File: config.mk
export PLATFORM = sky130hd
export DESIGN_NAME = bounded_double_ended_queue_core
export DESIGN_NICKNAME = d
export VERILOG_FILES = /design/src/rtl/bdq_pkg.sv /design/src/rtl/bdq_mem.sv /design/src/rtl/bdq_obuf.sv /design/src/rtl/bdq_seq.sv /design/src/rtl/bounded_double_ended_queue_core.sv
export SDC_FILE = /design/constraint.sdc
export NUM_CORES = 2
export LEC_CHECK = 0
export ABC_AREA = 1
export BUFFER_PORTS_ARGS = -buffer_cell sky130_fd_sc_hd__clkbuf_2
export CORE_MARGIN = 2
export CORE_UTILIZATION = 45
export DETAILED_ROUTE_END_ITERATION = 10
export PLACE_DENSITY = 0.68
export SLEW_MARGIN = 30
export SYNTH_ARGS = -nofsm -noshare
export SYNTH_HDL_FRONTEND = slang
export SYNTH_HIERARCHICAL = 1
export SYNTH_SLANG_ARGS = --single-unit
File: constraint.sdc
create_clock -name clk -period 7.08 [get_ports clk]
set_input_delay 0.708 -clock clk [delete_from_list [all_inputs] [get_ports clk]]
set_output_delay 0.708 -clock clk [all_outputs]
set_load 0.03 [all_outputs]
File: src/rtl/bdq_pkg.sv
// Shared types and constants of the bounded deque core.
// No dependencies; every other file but bdq_mem and the defines header imports it.
package bdq_pkg;

	localparam int VAL_W   = 32;
	localparam int HELD_W  = 6;
	localparam int CNT_W   = 6;
	localparam int TDATA_W = 40;
	localparam int TUSER_W = 3;

	typedef enum logic [2:0] {
		FN_PUSH_BACK  = 3'd0,
		FN_PUSH_FRONT = 3'd1,
		FN_POP_BACK   = 3'd2,
		FN_POP_FRONT  = 3'd3,
		FN_PEEK_FRONT = 3'd4,
		FN_PEEK_BACK  = 3'd5,
		FN_DROP       = 3'd6,
		FN_DRAIN      = 3'd7
	} func_t;

	typedef enum logic [1:0] {
		ST_OK    = 2'd0,
		ST_FULL  = 2'd1,
		ST_EMPTY = 2'd2
	} status_t;

	typedef enum logic {
		SQ_IDLE,
		SQ_RUN
	} seq_state_t;

	typedef struct packed {
		status_t             status;
		logic                has_value;
		logic [HELD_W-1:0]   held;
		logic                last;
	} res_meta_t;

endpackage

File: src/rtl/bdq_mem.sv
// Slot store of the bounded deque: one write port, one registered read port.
// Depends on nothing.
module bdq_mem #(
	parameter int DEPTH = 32,
	parameter int WIDTH = 32
) (
	input  logic                     clk,
	input  logic                     we,
	input  logic [$clog2(DEPTH)-1:0] waddr,
	input  logic [WIDTH-1:0]         wdata,
	input  logic                     re,
	input  logic [$clog2(DEPTH)-1:0] raddr,
	output logic [WIDTH-1:0]         rdata
);
	logic [WIDTH-1:0] mem_q [DEPTH];

	always_ff @(posedge clk) begin
		if (we) begin
			mem_q[waddr] <= wdata;
		end
	end

	always_ff @(posedge clk) begin
		if (re) begin
			rdata <= mem_q[raddr];
		end
	end
endmodule

File: src/rtl/bdq_obuf.sv
// Two-entry result buffer between the deque pipeline and the output stream.
// Depends on bdq_pkg.
module bdq_obuf (
	input  logic                        clk,
	input  logic                        arst_n,
	input  logic                        wr,
	input  bdq_pkg::res_meta_t          wr_meta,
	input  logic [bdq_pkg::VAL_W-1:0]   wr_value,
	output logic                        out_valid,
	input  logic                        out_ready,
	output bdq_pkg::res_meta_t          out_meta,
	output logic [bdq_pkg::VAL_W-1:0]   out_value,
	output logic [1:0]                  occ
);
	import bdq_pkg::*;

	res_meta_t         meta_q [2];
	logic [VAL_W-1:0]  value_q [2];
	logic              wr_ptr_q;
	logic              rd_ptr_q;
	logic [1:0]        occ_q;
	logic              pop;

	assign out_valid = (occ_q != 2'd0);
	assign pop       = out_valid && out_ready;
	assign out_meta  = meta_q[rd_ptr_q];
	assign out_value = value_q[rd_ptr_q];
	assign occ       = occ_q;

	always_ff @(posedge clk) begin
		if (wr) begin
			meta_q[wr_ptr_q]  <= wr_meta;
			value_q[wr_ptr_q] <= wr_value;
		end
	end

	always_ff @(posedge clk or negedge arst_n) begin
		if (!arst_n) begin
			wr_ptr_q <= 1'b0;
			rd_ptr_q <= 1'b0;
			occ_q    <= 2'd0;
		end else begin
			if (wr) begin
				wr_ptr_q <= ~wr_ptr_q;
			end
			if (pop) begin
				rd_ptr_q <= ~rd_ptr_q;
			end
			occ_q <= occ_q + {1'b0, wr} - {1'b0, pop};
		end
	end
endmodule

File: src/rtl/bdq_seq.sv
// Request sequencer of the bounded deque: pointers, count, limit register and
// the drop/drain loop. Drives the slot store ports. Depends on bdq_pkg.
module bdq_seq #(
	parameter int DEPTH = 32,
	parameter int SW    = 32
) (
	input  logic                        clk,
	input  logic                        arst_n,
	input  logic                        in_valid,
	output logic                        in_ready,
	input  bdq_pkg::func_t              in_func,
	input  logic [bdq_pkg::VAL_W-1:0]   in_value,
	input  logic [bdq_pkg::CNT_W-1:0]   in_count,
	input  logic                        cfg_we,
	input  logic [bdq_pkg::CNT_W-1:0]   cfg_max,
	input  logic                        space_ok,
	output logic                        mem_we,
	output logic [$clog2(DEPTH)-1:0]    mem_waddr,
	output logic [SW-1:0]               mem_wdata,
	output logic                        mem_re,
	output logic [$clog2(DEPTH)-1:0]    mem_raddr,
	output logic                        res_valid,
	output bdq_pkg::res_meta_t          res_meta
);
	import bdq_pkg::*;

	localparam int AW = $clog2(DEPTH);
	localparam int CW = $clog2(DEPTH + 1);
	localparam int KW = (CW > CNT_W) ? CW : CNT_W;
	localparam logic [AW:0]   DEPTH_A = (AW + 1)'(DEPTH);
	localparam logic [AW-1:0] LAST_IX = AW'(DEPTH - 1);
	localparam logic [KW-1:0] DEPTH_K = KW'(DEPTH);

	seq_state_t        state_q, state_d;
	logic [AW-1:0]     front_q, front_d;
	logic [CW-1:0]     count_q, count_d;
	logic [CW-1:0]     rem_q, rem_d;
	logic [CNT_W-1:0]  max_q;

	logic [KW-1:0]     max_k, cap_k, cnt_k, want_k, clip_k, n_k;
	logic [CW-1:0]     n_c;
	logic              full, empty, accept, is_bulk, bulk_multi;
	logic [AW-1:0]     front_inc, front_dec, back_wr, back_rd;

	function automatic logic [AW-1:0] slot_of(input logic [AW-1:0] base,
	                                          input logic [AW-1:0] off);
		logic [AW:0] sum;
		sum = {1'b0, base} + {1'b0, off};
		if (sum >= DEPTH_A) begin
			sum = sum - DEPTH_A;
		end
		return sum[AW-1:0];
	endfunction

	assign max_k  = KW'(max_q);
	assign cap_k  = (max_q == '0 || max_k > DEPTH_K) ? DEPTH_K : max_k;
	assign cnt_k  = KW'(count_q);
	assign full   = (cnt_k >= cap_k);
	assign empty  = (count_q == '0);
	assign want_k = KW'(in_count);
	assign clip_k = (want_k > cnt_k) ? cnt_k : want_k;
	assign n_k    = (in_func == FN_DRAIN) ? cnt_k : clip_k;
	assign n_c    = CW'(n_k);

	assign front_inc = (front_q == LAST_IX) ? '0 : front_q + 1'b1;
	assign front_dec = (front_q == '0) ? LAST_IX : front_q - 1'b1;
	assign back_wr   = slot_of(front_q, AW'(count_q));
	assign back_rd   = slot_of(front_q, AW'(count_q - 1'b1));

	assign in_ready   = (state_q == SQ_IDLE) && space_ok;
	assign accept     = in_valid && in_ready;
	assign is_bulk    = (in_func == FN_DROP) || (in_func == FN_DRAIN);
	assign bulk_multi = accept && is_bulk && !empty && (n_c > CW'(1));

	// next state
	always_comb begin
		state_d = state_q;
		case (state_q)
			SQ_IDLE: begin
				if (bulk_multi) begin
					state_d = SQ_RUN;
				end
			end
			SQ_RUN: begin
				if (space_ok && rem_q == CW'(1)) begin
					state_d = SQ_IDLE;
				end
			end
			default: state_d = SQ_IDLE;
		endcase
	end

	// datapath and outputs
	always_comb begin
		logic         ok;
		status_t      st;
		logic         hv;
		logic         fin;
		ok        = 1'b0;
		st        = ST_OK;
		hv        = 1'b0;
		fin       = 1'b1;
		mem_we    = 1'b0;
		mem_waddr = back_wr;
		mem_wdata = in_value[SW-1:0];
		mem_re    = 1'b0;
		mem_raddr = front_q;
		front_d   = front_q;
		count_d   = count_q;
		rem_d     = rem_q;
		res_valid = 1'b0;
		case (state_q)
			SQ_IDLE: begin
				res_valid = accept;
				ok        = accept;
			end
			SQ_RUN: begin
				if (space_ok) begin
					res_valid = 1'b1;
					hv        = 1'b1;
					fin       = (rem_q == CW'(1));
					mem_re    = 1'b1;
					front_d   = front_inc;
					count_d   = count_q - 1'b1;
					rem_d     = rem_q - 1'b1;
				end
			end
			default: ;
		endcase
		if (ok) begin
			case (in_func)
				FN_PUSH_BACK, FN_PUSH_FRONT: begin
					if (full) begin
						st = ST_FULL;
					end else begin
						mem_we  = 1'b1;
						count_d = count_q + 1'b1;
						if (in_func == FN_PUSH_FRONT) begin
							mem_waddr = front_dec;
							front_d   = front_dec;
						end
					end
				end
				FN_POP_BACK, FN_POP_FRONT, FN_PEEK_FRONT, FN_PEEK_BACK: begin
					if (empty) begin
						st = ST_EMPTY;
					end else begin
						hv     = 1'b1;
						mem_re = 1'b1;
						if (in_func == FN_POP_BACK || in_func == FN_PEEK_BACK) begin
							mem_raddr = back_rd;
						end
						if (in_func == FN_POP_BACK) begin
							count_d = count_q - 1'b1;
						end
						if (in_func == FN_POP_FRONT) begin
							front_d = front_inc;
							count_d = count_q - 1'b1;
						end
					end
				end
				FN_DROP, FN_DRAIN: begin
					if (empty) begin
						st = ST_EMPTY;
					end else if (n_c != '0) begin
						// emit the oldest entry now, loop over the rest
						hv      = 1'b1;
						fin     = (n_c == CW'(1));
						mem_re  = 1'b1;
						front_d = front_inc;
						count_d = count_q - 1'b1;
						rem_d   = n_c - 1'b1;
					end
				end
				default: ;
			endcase
		end
		res_meta.status    = st;
		res_meta.has_value = hv;
		res_meta.held      = HELD_W'(count_d);
		res_meta.last      = fin;
	end

	always_ff @(posedge clk or negedge arst_n) begin
		if (!arst_n) begin
			state_q <= SQ_IDLE;
			front_q <= '0;
			count_q <= '0;
			rem_q   <= '0;
			max_q   <= '0;
		end else begin
			state_q <= state_d;
			front_q <= front_d;
			count_q <= count_d;
			rem_q   <= rem_d;
			if (cfg_we) begin
				max_q <= cfg_max;
			end
		end
	end
endmodule

File: src/rtl/bounded_double_ended_queue_core.sv
// Bounded deque core: stream in, stream out, one limit register.
// Depends on bdq_pkg, bdq_mem, bdq_seq and bdq_obuf.
//
// Requests enter on s_* (s_tuser = operation, s_tdata = push_value, drop_count).
// Results leave on m_* (m_tuser = status, has_value; m_tdata = out_value, held;
// m_tlast marks the final result of a request). cfg_* writes max_entries and
// is always ready; write it only while no request is in flight.
// A result reaches m_* through the slot store's registered read, beside the
// registered request metadata, and then through the result buffer.
// Push, pop and peek take one request per cycle while the result buffer has room;
// a drop or drain of more than one entry holds s_tready low and emits one result
// per cycle, again while the buffer has room, until its last entry is removed.
// A two-entry result buffer with credit tracking lets a new request be taken
// while a result waits; when m_tready stays low the buffer fills and s_tready
// drops, and everything holds until the receiver takes a beat.
// Reset clears the pointers, the count and the limit at once; no sweep of the
// slot store is needed, since no slot is read before it is written.
module bounded_double_ended_queue_core #(
	parameter int DEPTH      = 32,
	parameter int DATA_WIDTH = 32
) (
	input  logic                          clk,
	input  logic                          arst_n,
	input  logic                          s_tvalid,
	output logic                          s_tready,
	input  logic [bdq_pkg::TDATA_W-1:0]   s_tdata,   // push_value[31:0], drop_count[37:32]
	input  logic [bdq_pkg::TUSER_W-1:0]   s_tuser,   // func[2:0]
	output logic                          m_tvalid,
	input  logic                          m_tready,
	output logic [bdq_pkg::TDATA_W-1:0]   m_tdata,   // out_value[31:0], held[37:32]
	output logic [bdq_pkg::TUSER_W-1:0]   m_tuser,   // status[1:0], has_value[2]
	output logic                          m_tlast,
	input  logic                          cfg_valid,
	output logic                          cfg_ready,
	input  logic [bdq_pkg::CNT_W-1:0]     cfg_data
);
	import bdq_pkg::*;

	localparam int AW = $clog2(DEPTH);
	localparam int SW = (DATA_WIDTH < VAL_W) ? DATA_WIDTH : VAL_W;

	logic              space_ok, out_fire;
	logic              mem_we, mem_re;
	logic [AW-1:0]     mem_waddr, mem_raddr;
	logic [SW-1:0]     mem_wdata, mem_rdata;
	logic              res_valid;
	res_meta_t         res_meta;
	logic              valid_s1;
	res_meta_t         meta_s1;
	logic [VAL_W-1:0]  value_s1;
	logic [1:0]        occ, credit;
	res_meta_t         out_meta;
	logic [VAL_W-1:0]  out_value;

	assign cfg_ready = 1'b1;
	assign out_fire  = m_tvalid && m_tready;
	// buffered plus in-flight results; a beat leaving frees a slot this cycle
	assign credit    = occ + {1'b0, valid_s1};
	assign space_ok  = (credit < 2'd2) || out_fire;

	bdq_seq #(
		.DEPTH (DEPTH),
		.SW    (SW)
	) u_seq (
		.clk       (clk),
		.arst_n    (arst_n),
		.in_valid  (s_tvalid),
		.in_ready  (s_tready),
		.in_func   (func_t'(s_tuser[2:0])),
		.in_value  (s_tdata[31:0]),
		.in_count  (s_tdata[37:32]),
		.cfg_we    (cfg_valid && cfg_ready),
		.cfg_max   (cfg_data),
		.space_ok  (space_ok),
		.mem_we    (mem_we),
		.mem_waddr (mem_waddr),
		.mem_wdata (mem_wdata),
		.mem_re    (mem_re),
		.mem_raddr (mem_raddr),
		.res_valid (res_valid),
		.res_meta  (res_meta)
	);

	bdq_mem #(
		.DEPTH (DEPTH),
		.WIDTH (SW)
	) u_mem (
		.clk   (clk),
		.we    (mem_we),
		.waddr (mem_waddr),
		.wdata (mem_wdata),
		.re    (mem_re),
		.raddr (mem_raddr),
		.rdata (mem_rdata)
	);

	always_ff @(posedge clk or negedge arst_n) begin
		if (!arst_n) begin
			valid_s1 <= 1'b0;
		end else begin
			valid_s1 <= res_valid;
		end
	end

	always_ff @(posedge clk) begin
		meta_s1 <= res_meta;
	end

	assign value_s1 = meta_s1.has_value ? VAL_W'(mem_rdata) : '0;

	bdq_obuf u_obuf (
		.clk       (clk),
		.arst_n    (arst_n),
		.wr        (valid_s1),
		.wr_meta   (meta_s1),
		.wr_value  (value_s1),
		.out_valid (m_tvalid),
		.out_ready (m_tready),
		.out_meta  (out_meta),
		.out_value (out_value),
		.occ       (occ)
	);

	assign m_tdata = {2'b00, out_meta.held, out_value};
	assign m_tuser = {out_meta.has_value, out_meta.status};
	assign m_tlast = out_meta.last;
endmodule

* Word-level counts from Yosys, hierarchy flattened
Memory sizes are Yosys's and may differ from the RTL's. A register that Yosys moved wholly into a read port is not among the register bits. Cells that the tools add are included.
Operators by class: reductions and logical operators 22, order comparisons 7, add/sub/neg operators 12, mux-type cells 70, eq/ne operators 10, bitwise gates (word level) 3
Operators by type and width (number):
- 2-to-1 mux 6 bit | 18
- 2-to-1 mux 5 bit | 21
- 2-to-1 mux 32 bit | 1
- 2-to-1 mux 1 bit | 23
- case mux 6 bit (3 select lines) | 1
- subtractor 6 x 1 -> 6 bit, second input constant | 3
- case mux 5 bit (3 select lines) | 1
- subtractor 5 x 1 -> 5 bit, second input constant | 3
- adder 5 x 5 -> 6 bit | 2
- equality test 3 bit, second input constant | 4
- equality test 6 x 1 -> 1 bit, second input constant | 2
- >= comparator 6 bit, second input constant | 2
- logical NOT 6 bit | 2
- logical AND 1 bit | 7
- adder 6 x 1 -> 6 bit, second input constant | 1
- equality test 3 x 2 -> 1 bit, second input constant | 2
- >= comparator 6 bit | 1
- greater-than comparator 6 x 1 -> 1 bit, second input constant | 1
- greater-than comparator 6 bit | 1
- greater-than comparator 6 bit, second input constant | 1
- case mux 1 bit (2 select lines) | 3
- nonzero test 6 bit | 1
- OR reduction 6 bit | 1
- adder 5 x 1 -> 5 bit, second input constant | 1
- 15 further kinds | 21
Word-level totals: memory bits (writable) 1108, register bits after elaboration 39, word-level logic and storage cells 140, memories 3
Memories:
- u_mem.mem_q | depth 32, bits a word 32, rd ports 1, clocked after memory_dff 1, write ports 1, line bdq_mem.sv:15 | logic [WIDTH-1:0] mem_q [DEPTH];
- u_obuf.value_q | depth 2, bits a word 32, rd ports 1, clocked after memory_dff 0, write ports 1, line bdq_obuf.sv:18 | logic [VAL_W-1:0] value_q [2];
- u_obuf.meta_q | depth 2, bits a word 10, rd ports 1, clocked after memory_dff 0, write ports 1, line bdq_obuf.sv:17 | res_meta_t meta_q [2];

* Depth between registers and ports, before layout
word-level depth 10, mapped depth 23, mapped depth without buffers 22

* Hierarchy
The synthesis kept the hierarchy.
By module, submodules not included:
- bdq_mem | sequential area each 31710.4 um^2, times used 1, cells each 3536, area an instance 42726.0 um^2
- bdq_seq | sequential area each 600.6 um^2, times used 1, cells each 559, area an instance 3578.4 um^2
- bdq_obuf | sequential area each 2622.5 um^2, times used 1, cells each 248, area an instance 3305.7 um^2
- bounded_double_ended_queue_core | sequential area each 225.2 um^2, times used 1, cells each 89, area an instance 554.3 um^2

* Worst setup path after synthesis
Ideal clock, no wire load.
kind register -> register, from reg u_seq.max_q[2] (netlist: u_seq/max_k[2]), to mem u_mem.mem_q[30][10], enable pin, cell stages (with the launch flop) 20, slack 2.517 ns, required time 6.659 ns, arrival 4.142 ns, setup time 0.421 ns, buffers on the path 0, cell sequence dfrtp_1 -> nor3_1 -> nand3_1 -> nand2_1 -> nand2_1 -> inv_1 -> nand2_1 -> ha_1 -> a21oi_1 -> o21a_1 -> and2_1 -> nand2_2 -> inv_1 -> nand2_1 -> nor2_1 -> nand2_1 -> inv_2 -> o21ai_0 -> nand3_1 -> nor2_1
RTL lines:
- from (decl) | line bdq_seq.sv:38 | logic [CNT_W-1:0] max_q;
- from (signal assigned) | line bdq_seq.sv:197 | max_q <= cfg_max;
- greater-than comparator 6 bit or logical NOT 6 bit (tied branches) | line bdq_seq.sv:56 | assign cap_k = (max_q == '0 || max_k > DEPTH_K) ? DEPTH_K : max_k;
- logical OR 1 bit | line bdq_seq.sv:56
- 2-to-1 mux 6 bit (*) | line bdq_seq.sv:56
- >= comparator 6 bit (*) | line bdq_seq.sv:58 | assign full = (cnt_k >= cap_k);
- 2-to-1 mux 5 bit (*) | line bdq_seq.sv:133 | if (full) begin
- 2-to-1 mux 5 bit (*) | line bdq_seq.sv:131 | case (in_func)
- 2-to-1 mux 5 bit (*) | line bdq_seq.sv:130 | if (ok) begin
- net mem_waddr[4] | line bounded_double_ended_queue_core.sv:44 | logic [AW-1:0] mem_waddr, mem_raddr;
- to (decl) | line bdq_mem.sv:15
The timed path passes the listed nets; every way through them passes the cells marked *.

* Final worst setup path
from reg u_seq.max_q[2] (netlist: u_seq/max_k[2]), to mem u_mem.mem_q[19][19], enable pin
Same word-level chain as after synthesis.

==> summary.txt <==
====================================================================================
Outcome ............................................................... finished, final reports clean
Via count of the routed design ........................................        32720
Most common cell after layout, fill and taps aside .................... sky130_fd_sc_hd__nand2_1
Top cell type by total area after synthesis ........................... sky130_fd_sc_hd__edfxtp_1
Count of nets left with antenna violations after detail routing .......            0
Post-placement cell count .............................................         5816
Cell area after technology mapping ....................................    50200 µm²
Clock sink count ......................................................         1179
Upper clock frequency limit ...........................................      181 MHz
GR Util All Layers ....................................................        21.8%
Seq cells post-synth ..................................................         1179
Final Critical Period .................................................      5520 ps
Critical R2R Capture .................................................. u_mem/mem_q[19][19]
Post-DP HPWL ..........................................................      67.8 mm
Max_slew headroom .....................................................        30.5%
Total negative setup slack ............................................         0 ps
Cell area power density ...............................................   426 nW/µm²
Count of endpoints failing hold in the final timing report ............            0
Placer's final routability congestion estimate ........................        0.832
I/O pin count .........................................................          101
Die boundary height ...................................................       338 µm
Cell count after synthesis ............................................         4432
Synthesis warning total ...............................................            6
Post-synthesis average cell area ......................................     11.3 µm²
Required time of the critical path ....................................      7420 ps
Leading cell types in the layout, fill and taps excluded .............. sky130_fd_sc_hd__nand2_1 (1751), sky130_fd_sc_hd__edfxtp_1 (1140), sky130_fd_sc_hd__nand3_1 (820), sky130_fd_sc_hd__inv_1 (119), sky130_fd_sc_hd__clkbuf_16 (119)
Maximum resistive drop on vdd .........................................     0.518 mV
Latest clock arrival within the worst-skew pair .......................       690 ps
Worst min-delay path category ......................................... input port to async pin
Share of flip-flops with an asynchronous set or reset after synthesis .        2.46%
Worst hold slack ......................................................      67.4 ps
Via count of the first global-routing pass ............................        31144
Dominant register cell in the synthesized netlist ..................... sky130_fd_sc_hd__edfxtp_1
Compound-gate portion of the synthesized area .........................        1.05%
Share of the cycle needed by the critical path after routing ..........        78.0%
Buffer levels on the longest clock path ...............................            3
Resize count post-CTS .................................................            0
TritonCTS clock tree ..................................................         done
Leakage Power .........................................................      21.0 nW
Critical path class ................................................... flop to flop
Largest cells by area after synthesis ................................. sky130_fd_sc_hd__edfxtp_1 (68%), sky130_fd_sc_hd__nand2_1 (13%), sky130_fd_sc_hd__nand3_1 (8.2%), sky130_fd_sc_hd__buf_6 (1.7%), sky130_fd_sc_hd__dfrtp_1 (1.4%)
CP Data Arrival Time ..................................................      5860 ps
Share of the yosys chip area belonging to registers ...................        70.1%
Area share of fa/ha/maj cells after synthesis .........................       0.953%
Initial detailed-routing violation count ..............................         3428
Clock Skew ............................................................      34.0 ps
Total setup violations reported at the end of the flow ................            0
Overall die area ......................................................   114000 µm²
Final routed wire length divided by cell count ........................      20.7 µm
Portion of netlist area occupied by mux cells .........................      0.0873%
Iteration count of the initial detailed-routing pass ..................            6
Number of cells on the worst reg-to-reg path ..........................           20
Maximum fanout count along the critical path ..........................           18
Cell Count, Final, Fillers Out ........................................         6026
Largest family of logic cells by synthesized area ..................... simple AND/OR/NAND/NOR gates
XOR/XNOR share of the synthesized area ................................       0.434%
CTS Hold Bufs .........................................................            0
Starting density of the core ..........................................        45.3%
Register clock-pin slew on the reported worst setup and hold paths ....        60 ps
EDFF count, synth .....................................................         1140
Growth of design area from synthesis to finish ........................        10.2%
Fraction of the mapped netlist area in simple logic gates .............        22.4%
Initial antenna violation count .......................................           11
Pin count of the biggest net entering global routing ..................          201
Worst setup EP type ...................................................         flop
Post-CTS setup-driven buffer insertion count ..........................            0
Fraction of final layout cells sized beyond drive strength 1 ..........        8.91%
Via density per instance ..............................................         5.43
Top-area cell type share of the netlist area ..........................        68.2%
NumNets Final .........................................................         4537
Nature of the critical path startpoint ................................         flop
Number of buffers inserted during clock tree synthesis ................          115
Setup repair after global routing missed its margin ...................           no
Htree depth ...........................................................            3
# rows ................................................................          122
Tightest Pin Transition ...............................................      1040 ps
Detailed-route DRC error count ........................................            0
Cell at the root of the clock tree .................................... sky130_fd_sc_hd__clkbuf_16
Global route total overflow ...........................................            0
Number of pins with negative max-slew slack in the final report .......            0
Max-cap viol count ....................................................            0
Count of distinct cell types in the synthesized netlist ...............           51
Total routed wirelength ...............................................       125 mm
Number of buffers inserted by port buffering ..........................           95
Core box area .........................................................   111000 µm²
Reg-to-reg startpoint ................................................. u_seq/max_k[2]
Width of the chip .....................................................       338 µm
Flop2flop setup slack .................................................      1560 ps
Wire length of the first global-routing pass ..........................       189 mm
====================================================================================
## how the worst max path moves through the flow
stage                     slack (ps)             endpoint      startpoint  cells past startpoint
after floorplan                 2520  u_mem/mem_q[30][10]  u_seq/max_k[2]                     19
after global placement          1420  u_mem/mem_q[10][16]  u_seq/max_k[2]                     22
after detailed placement        1460  u_mem/mem_q[11][16]  u_seq/max_k[2]                     19
after CTS                       1450  u_mem/mem_q[11][23]  u_seq/max_k[2]                     19
after global routing            1130  u_mem/mem_q[19][31]  u_seq/max_k[2]                     19
final                           1560  u_mem/mem_q[19][19]  u_seq/max_k[2]                     20
## cells by family (layout without fill, tap and decap cells)
kind of cell | count (synthesis) | after routing
other cells | 2 | 5
simple gates | 2683 | 2683
flops | 1179 | 1179
compound gates | 94 | 94
mux | 4 | 4
fa+ha+maj | 37 | 37
xor+xnor | 24 | 24
buf+inv | 409 | 512
## sequential cells by signal, indices dropped and copies added, names as in the netlist, 5 cells and up
| name | flops |
|---|---|
| u_seq/front_q | 5 |
| u_seq/rem_q | 6 |
| u_obuf/value_q | 64 |
| u_mem/rdata | 32 |
| u_obuf/meta_q | 20 |
| meta_s1 | 10 |
| u_seq/max_k | 6 |
| u_seq/cnt_k | 6 |
| u_mem/mem_q | 1024 |
## per-layer routing
metal	vias to the layer above	share of wire, %	track usage (%)
li1	15217	-	-
met3	218	8.7	3.66
met4	8	2.3	5.85
met2	1365	47	35.4
met1	15912	42	30.5
met5	-	0.041	0
## where the power goes
part	internal [mW]	total (mW)	switching, mW
clock network	3.34	5.86	2.52
registers	8.31	8.54	0.232
logic	2.42	9.15	6.73
total	14.1	23.5	9.48
## synth_stat cells, types with 4 or more instances
| cell | n |
|---|---|
| sky130_fd_sc_hd__edfxtp_1 | 1140 |
| sky130_fd_sc_hd__buf_2 | 90 |
| sky130_fd_sc_hd__dfrtp_1 | 29 |
| sky130_fd_sc_hd__ha_1 | 35 |
| sky130_fd_sc_hd__nor2_1 | 77 |
| sky130_fd_sc_hd__a31oi_1 | 4 |
| sky130_fd_sc_hd__inv_1 | 121 |
| sky130_fd_sc_hd__dfxtp_1 | 10 |
| sky130_fd_sc_hd__o211ai_1 | 4 |
| sky130_fd_sc_hd__a21oi_1 | 36 |
| sky130_fd_sc_hd__buf_6 | 75 |
| sky130_fd_sc_hd__nand4_1 | 4 |
| sky130_fd_sc_hd__xnor2_1 | 10 |
| sky130_fd_sc_hd__o21ai_0 | 36 |
| sky130_fd_sc_hd__inv_2 | 7 |
| sky130_fd_sc_hd__buf_1 | 18 |
| sky130_fd_sc_hd__xor2_1 | 13 |
| sky130_fd_sc_hd__nor3_1 | 4 |
| sky130_fd_sc_hd__nand2_1 | 1751 |
| sky130_fd_sc_hd__nand3_1 | 820 |
| sky130_fd_sc_hd__buf_4 | 64 |
| sky130_fd_sc_hd__nand3_2 | 4 |
| sky130_fd_sc_hd__nand2_2 | 11 |
| sky130_fd_sc_hd__clkbuf_1 | 28 |
## through the flow
| stage | cell area, µm² | setup WS (ps) | power (mW) | util [%] |
|---|---|---|---|---|
| 6_report | 55300 | 1560 | 23.5 | 50.0 |
| 5_1_grt | 55300 | 1130 | 24.9 | 50.0 |
| 4_1_cts | 55300 | 1450 | 23.6 | 49.9 |
| 3_5_place_dp | 51700 | 1460 | 17.7 | 46.7 |
| 3_3_place_gp | 51600 | 1420 | 17.6 | 46.6 |
| 2_1_floorplan | 50200 | 2520 | 15.3 | - |
## area by class of cell
class,count,area [µm²]
fill,9565,55400
sequential,1179,35200
multi-input combinational,2845,12800
clock buffer,145,3080
tap,1488,1860
timing repair buffer,174,1320
inverter,131,526
clock inverter,62,503
antenna,2,5.00
## critical path, cell delays in order (launching register included)
cell	delay [ps]
sky130_fd_sc_hd__dfrtp_1	400
sky130_fd_sc_hd__nor3_1	240
sky130_fd_sc_hd__nand3_1	120
sky130_fd_sc_hd__nand2_1	80
sky130_fd_sc_hd__nand2_1	60
sky130_fd_sc_hd__inv_1	90
sky130_fd_sc_hd__nand2_1	70
sky130_fd_sc_hd__ha_1	300
sky130_fd_sc_hd__inv_1	60
sky130_fd_sc_hd__nor2_1	40
sky130_fd_sc_hd__o211ai_1	150
sky130_fd_sc_hd__and2_1	160
sky130_fd_sc_hd__nand2_2	130
sky130_fd_sc_hd__inv_1	230
sky130_fd_sc_hd__nand2_1	200
sky130_fd_sc_hd__nor2_1	200
sky130_fd_sc_hd__nand2_1	170
sky130_fd_sc_hd__a21oi_1	450
sky130_fd_sc_hd__nand3_1	730
sky130_fd_sc_hd__nor2_4	830
sky130_fd_sc_hd__buf_4	460
Note: power is estimated with default switching activity, not from simulation.
